### src/rtl/ggba_pkg.sv
// Package for the gyro bias averager: register indexes, fixed field widths and
// the control word that the sequencer hands to the axis lanes.
// No dependencies.
`default_nettype none

package ggba_pkg;

  // Default width of the saturating sample counter
  localparam int unsigned COUNT_WIDTH_DEF = 16;

  // Fixed field widths
  localparam int unsigned RATE_W  = 24;  // Q16.8 input rates
  localparam int unsigned BIAS_W  = 32;  // Q16.16 bias estimates
  localparam int unsigned CORR_W  = 33;  // Q17.16 corrected rates
  localparam int unsigned TOL_W   = 23;  // tolerance register
  localparam int unsigned LIMIT_W = 16;  // count limit register
  localparam int unsigned WIN_W   = 31;  // tolerance scaled to Q16.16
  localparam int unsigned CFG_W   = 23;  // configuration data width
  localparam int unsigned CNTO_W  = 16;  // reported count width

  // Configuration register indexes
  localparam logic [0:0] REG_TOLERANCE   = 1'b0;
  localparam logic [0:0] REG_COUNT_LIMIT = 1'b1;

  // Reset values of the configuration registers
  localparam logic [TOL_W-1:0]   TOLERANCE_RST   = 23'd2560;
  localparam logic [LIMIT_W-1:0] COUNT_LIMIT_RST = 16'd10000;

  // Sequencer to lane control
  typedef struct packed {
    logic start;   // capture sample and count, form bias * count
    logic div_go;  // launch the serial divider
    logic commit;  // write back the new bias
    logic acc;     // the sample passed the window check
  } ggba_ctrl_t;

endpackage

`default_nettype wire

### src/rtl/ggba_div.sv
// Radix-2 restoring divider for a signed numerator and an unsigned non-zero
// divisor, one quotient bit per cycle, truncating toward zero.
// No package dependencies.
`default_nettype none

module ggba_div #(
  parameter int unsigned NUM_WIDTH = 50,
  parameter int unsigned DEN_WIDTH = 17
) (
  input  wire logic                        clk_i,
  input  wire logic                        rst_ni,
  input  wire logic                        start_i,
  input  wire logic signed [NUM_WIDTH-1:0] num_i,
  input  wire logic        [DEN_WIDTH-1:0] den_i,
  output logic                             done_o,
  output logic signed      [NUM_WIDTH-1:0] quot_o
);

  localparam int unsigned CTR_W = $clog2(NUM_WIDTH + 1);

  logic                 busy_q;
  logic                 done_q;
  logic [CTR_W-1:0]     ctr_q;
  logic [NUM_WIDTH-1:0] q_q, q_d;
  logic [DEN_WIDTH:0]   rem_q, rem_d;
  logic [DEN_WIDTH-1:0] den_q;
  logic                 neg_q;
  logic [NUM_WIDTH-1:0] num_abs;
  logic [DEN_WIDTH:0]   rem_sh;
  logic                 ge;

  assign num_abs = num_i[NUM_WIDTH-1] ? (~num_i + NUM_WIDTH'(1)) : num_i;

  // One restoring step: shift in the next numerator bit, subtract if it fits
  always_comb begin
    rem_sh = {rem_q[DEN_WIDTH-1:0], q_q[NUM_WIDTH-1]};
    ge     = (rem_sh >= {1'b0, den_q});
    rem_d  = ge ? (rem_sh - {1'b0, den_q}) : rem_sh;
    q_d    = {q_q[NUM_WIDTH-2:0], ge};
  end

  always_ff @(posedge clk_i or negedge rst_ni) begin
    if (!rst_ni) begin
      busy_q <= 1'b0;
      done_q <= 1'b0;
      ctr_q  <= '0;
    end else begin
      done_q <= 1'b0;
      if (start_i) begin
        busy_q <= 1'b1;
        ctr_q  <= CTR_W'(NUM_WIDTH);
      end else if (busy_q) begin
        ctr_q <= ctr_q - CTR_W'(1);
        if (ctr_q == CTR_W'(1)) begin
          busy_q <= 1'b0;
          done_q <= 1'b1;
        end
      end
    end
  end

  always_ff @(posedge clk_i) begin
    if (start_i) begin
      q_q   <= num_abs;
      rem_q <= '0;
      den_q <= den_i;
      neg_q <= num_i[NUM_WIDTH-1];
    end else if (busy_q) begin
      q_q   <= q_d;
      rem_q <= rem_d;
    end
  end

  assign done_o = done_q;
  assign quot_o = neg_q ? $signed(~q_q + NUM_WIDTH'(1)) : $signed(q_q);

endmodule

`default_nettype wire

### src/rtl/ggba_lane.sv
// One axis lane: bias register, window check, bias * count product and the
// serial divider that forms the running mean.
// Depends on ggba_pkg and ggba_div.
`default_nettype none

module ggba_lane #(
  parameter int unsigned COUNT_WIDTH = ggba_pkg::COUNT_WIDTH_DEF
) (
  input  wire logic                                   clk_i,
  input  wire logic                                   rst_ni,
  input  wire ggba_pkg::ggba_ctrl_t                   ctrl_i,
  input  wire logic signed [ggba_pkg::RATE_W-1:0]     sample_i,
  input  wire logic        [ggba_pkg::WIN_W-1:0]      win_i,
  input  wire logic        [COUNT_WIDTH-1:0]          count_i,
  output logic                                        inside_o,
  output logic                                        done_o,
  output logic signed      [ggba_pkg::BIAS_W-1:0]     bias_o,
  output logic signed      [ggba_pkg::CORR_W-1:0]     corrected_o
);

  localparam int unsigned BW   = ggba_pkg::BIAS_W;
  localparam int unsigned PW   = BW + COUNT_WIDTH + 1;  // bias * count
  localparam int unsigned NW   = PW + 1;                // plus the sample
  localparam int unsigned DW   = COUNT_WIDTH + 1;       // count + 1
  localparam int unsigned DEVW = BW + 2;

  logic signed [BW-1:0]   bias_q;
  logic signed [BW-1:0]   sx;
  logic signed [BW-1:0]   sx_q;
  logic [COUNT_WIDTH-1:0] cnt_q;
  logic signed [PW-1:0]   prod_d, prod_q;
  logic signed [NW-1:0]   num;
  logic [DW-1:0]          den;
  logic signed [NW-1:0]   quot;
  logic signed [BW-1:0]   bias_new;
  logic signed [DEVW-1:0] dev, win_pos, win_neg;

  // Rate in Q16.16
  assign sx = {sample_i, 8'b0};

  // Deviation from the current bias against the open window (-win, +win)
  always_comb begin
    dev      = {{2{sx[BW-1]}}, sx} - {{2{bias_q[BW-1]}}, bias_q};
    win_pos  = $signed({{(DEVW-ggba_pkg::WIN_W){1'b0}}, win_i});
    win_neg  = -win_pos;
    inside_o = (dev < win_pos) && (dev > win_neg);
  end

  assign prod_d = $signed(bias_q) * $signed({1'b0, count_i});

  always_ff @(posedge clk_i) begin
    if (ctrl_i.start) begin
      sx_q   <= sx;
      cnt_q  <= count_i;
      prod_q <= prod_d;
    end
  end

  assign num = {prod_q[PW-1], prod_q} + {{(NW-BW){sx_q[BW-1]}}, sx_q};
  assign den = {1'b0, cnt_q} + DW'(1);

  ggba_div #(
    .NUM_WIDTH (NW),
    .DEN_WIDTH (DW)
  ) u_div (
    .clk_i   (clk_i),
    .rst_ni  (rst_ni),
    .start_i (ctrl_i.div_go),
    .num_i   (num),
    .den_i   (den),
    .done_o  (done_o),
    .quot_o  (quot)
  );

  // The mean of in-range values stays in range: keep the low bits
  assign bias_new    = ctrl_i.acc ? $signed(quot[BW-1:0]) : bias_q;
  assign bias_o      = bias_new;
  assign corrected_o = {sx_q[BW-1], sx_q} - {bias_new[BW-1], bias_new};

  always_ff @(posedge clk_i or negedge rst_ni) begin
    if (!rst_ni) begin
      bias_q <= '0;
    end else if (ctrl_i.commit) begin
      bias_q <= bias_new;
    end
  end

endmodule

`default_nettype wire
### config.mk
export PLATFORM = sky130hd
export DESIGN_NAME = ggba_lane
export DESIGN_NICKNAME = d
export VERILOG_FILES = /design/src/rtl/ggba_pkg.sv /design/src/rtl/ggba_div.sv /design/src/rtl/ggba_lane.sv
export SDC_FILE = /design/constraint.sdc
export NUM_CORES = 2
export LEC_CHECK = 0
export BUFFER_PORTS_ARGS = -buffer_cell sky130_fd_sc_hd__buf_4
export CAP_MARGIN = 20
export CORE_ASPECT_RATIO = 2
export CORE_MARGIN = 2
export CORE_UTILIZATION = 60
export DETAILED_ROUTE_END_ITERATION = 10
export PLACE_DENSITY = 0.78
export SKIP_CTS_REPAIR_TIMING = 1
export SYNTH_ARGS = -nofsm -noshare
export SYNTH_HDL_FRONTEND = slang
export SYNTH_SLANG_ARGS = --single-unit
### constraint.sdc
create_clock -name clk_i -period 9.3 [get_ports clk_i]
set_clock_uncertainty 0.1 [all_clocks]
set_input_delay 0 -clock clk_i [delete_from_list [all_inputs] [get_ports clk_i]]
set_output_delay 0 -clock clk_i [all_outputs]
set_load 0.02 [all_outputs]
==> impl_metrics.toml <==
[finish]
final_nets = 5175
multiInputGateArea_um2 = 27200
drive_gt1_share_pct = 6.30
fillers = 5161
regArea_um2 = 6060
instances_no_fill = 5111
syn2layout_area_growth_pct = 8.04

[drt]
drc_errors = 0
final_antenna_net_count = 0
via_per_inst = 6.15
post_drt_wl_per_cell_um = 23.7
drtPass1Iterations = 6
vias = 31424
wl_met3_mm = 7.52
wl_mm = 121
drt-initial-drc-count = 2294
dr_wl_met2_mm = 61.1
wl_met1_mm = 37.4
highest_layer = "met4"

[grt]
grt_pass1_wl_mm = 184
grt_usage_pct = 39.0
grt_pass1_vias = 32894
overflow = 0
antenna_found_initial = 0
grt_max_degree = 66

[worst_setup_path]
worstRegToRegCells = 22
regToRegEndpoint = "prod_q[47]"
worstSetupPathType = "reg -> reg"
rrSetupSlack_ns = 1.52
crit_fanout = 18
startpoint_type = "register"
r2r-start = "bias_q[19]"
cp.required_ns = 9.54
worst_setup_path_end_kind = "register"
arrival_ns = 8.02

[clocking]
cts.sinks = 214
cts_buffer_depth = 3
clock_latency_ns = 0.60
htree_levels = 1
cts_tree = "built"
root_buffer = "clkbuf_16"
path_clk_slew_ns = 0.08
cts_buffers = 24

[place]
post-place-cells = 5017
dp_hpwl_mm = 95.6
io_buffers = 143
gp_congestion = 0.995

[floorplan]
pin_count = 144
floorplan.initialDensity_pct = 60.5
die_y_um = 354
die_width_um = 179
rows = 128
core_area_um2 = 60900
die_area_um2 = 63500

[logic_synthesis]
ys_ff_latch = 214
syn_avg_cell_area_um2 = 8.67
syn_nets = 5111
synth_flop_cell = "edfxtp_1"
yosys.area.top_type_share_pct = 26.7
synth_edf_count = 157
synthTopCellsByArea = "fa_1 (27%), edfxtp_1 (13%), ha_1 (10%)"
netlist_area_um2 = 36800
ys_async_sr_fraction_pct = 18.7
ys_types = 90
yosysWarnings = 0
synth_largest_area_cell = "fa_1"
ys_seq_area_share_pct = 16.4
syn_inst = 4248

[min_path]
hold_path_end = "sx_q[19]"
holdCritStartpoint = "sample_i[11]"
holdPathStages = 2
hp-class = "in -> reg"

[timing]
fmax_mhz = 129
fin_crit_ns = 7.78
hold-worst-slack_ns = 0.0566
setup_viol = 0
setup_tns_ns = 0
worst_pin_slew_ns = 1.27
slew_violations = 0
max_slew_margin_pct = 15.6
finalCritPeriodShare_pct = 83.7
grt_setup_unrepaired = "false"
hold_violations = 0

[run]
drv_cap = 0

[status]
outcome = "completed"
cells in the mapped netlist, drive strengths merged, types with 29 or more instances:
master and instances:
a21o 91, a21oi 222, and2 260, and3 39, clkbuf 181, dfrtp 40
edfxtp 157, fa 491, ha 295, inv 746, nand2 437, nand2b 36
nand3 66, nand4 52, nor2 213, nor2b 33, nor3 76, o21a 37
o21ai 132, or3 29, xnor2 142, xor2 89
kinds of logic after synthesis:
kind of cell / count (synthesis) / synth area share (%)
flip-flops: 214 / 16.4
XOR/XNOR: 231 / 5.50
buffers and inverters: 940 / 9.62
AND/OR/NAND/NOR: 1322 / 17.9
multiplexers: 25 / 0.720
AO/OA/AOI/OAI: 730 / 13.1
adder cells (fa/ha/maj): 786 / 36.7
worst max-delay path, cell delays in order, from the launching register on:
cell and delay, ns:
dfrtp_1 0.67, and2_1 0.34, fa_1 0.53, inv_1 0.05, fa_1 0.49, fa_1 0.51
inv_1 0.05, fa_1 0.47, fa_1 0.55, inv_1 0.06, fa_1 0.53, inv_1 0.05
ha_1 0.38, a21o_1 0.22, or3_1 0.33, a211o_1 0.29, a21oi_1 0.20, o2111ai_1 0.19
a31o_2 0.31, a311o_1 0.39, a311oi_1 0.50, o211ai_1 0.19, xor2_1 0.16
registers in the layout, summed over array words and instances, names as in the netlist:
name / cells
u_div.q_q: 50
prod_q: 49
bias_q: 32
sx_q: 24
u_div.den_q: 17
u_div.rem_q: 17
cnt_q: 16
u_div.ctr_q: 6
u_div.busy_q: 1
u_div.done_o: 1
u_div.neg_q: 1
metrics by stage:
stage / setup slack, ns / utilization, % / instance area (µm²)
2_1_floorplan: 2.22 / - / 36800
3_3_place_gp: 1.63 / 63.1 / 38400
3_5_place_dp: 1.53 / 63.2 / 38400
4_1_cts: 1.53 / 64.5 / 39300
5_1_grt: 1.26 / 65.4 / 39800
6_report: 1.52 / 65.4 / 39800
final cells by class:
type | instances | share of cell area, %
Antenna cell | 1 | 0.00629
Clock buffer | 26 | 1.53
Clock inverter | 18 | 0.525
Inverter | 747 | 7.05
Multi-Input combinational cell | 3094 | 68.4
Sequential cell | 214 | 15.2
Tap cell | 780 | 2.45
Timing Repair Buffer | 231 | 4.77
placed cells by master (no fill, tap or decap), types with 51 or more instances in the layout:
master	instances
fa_1	491
nor2_1	213
xnor2_1	142
and2_1	259
nand4_1	51
inv_1	745
a21oi_1	222
edfxtp_1	157
nand3_1	66
nand2_1	437
xor2_1	89
buf_4	181
a21o_1	91
o21ai_0	125
nor3_1	74
ha_1	295
how the worst max path moves through the flow:
| stage | startpoint | to | slack (ns) | cells past startpoint |
|---|---|---|---|---|
| 6_report | bias_q[19] | prod_q[47] | 1.52 | 22 |
| 5_1_grt | bias_q[9] | prod_q[44] | 1.26 | 20 |
| 4_1_cts | bias_q[6] | prod_q[47] | 1.53 | 23 |
| 3_5_place_dp | bias_q[19] | prod_q[47] | 1.53 | 22 |
| 3_3_place_gp | bias_q[6] | prod_q[47] | 1.63 | 23 |
| 2_1_floorplan | bias_q[16] | prod_q[47] | 2.22 | 23 |
per-layer routing:
layer | vias up | GRT usage [%]
li1 | 14009 | -
met3 | 589 | 5.71
met2 | 1354 | 67.7
met4 | 0 | 38.6
met5 | - | 0
met1 | 15472 | 38.1
Power is left out: the tool's default activity adds up to more than one toggle a clock period on the data nets, which glitch-free logic cannot reach.
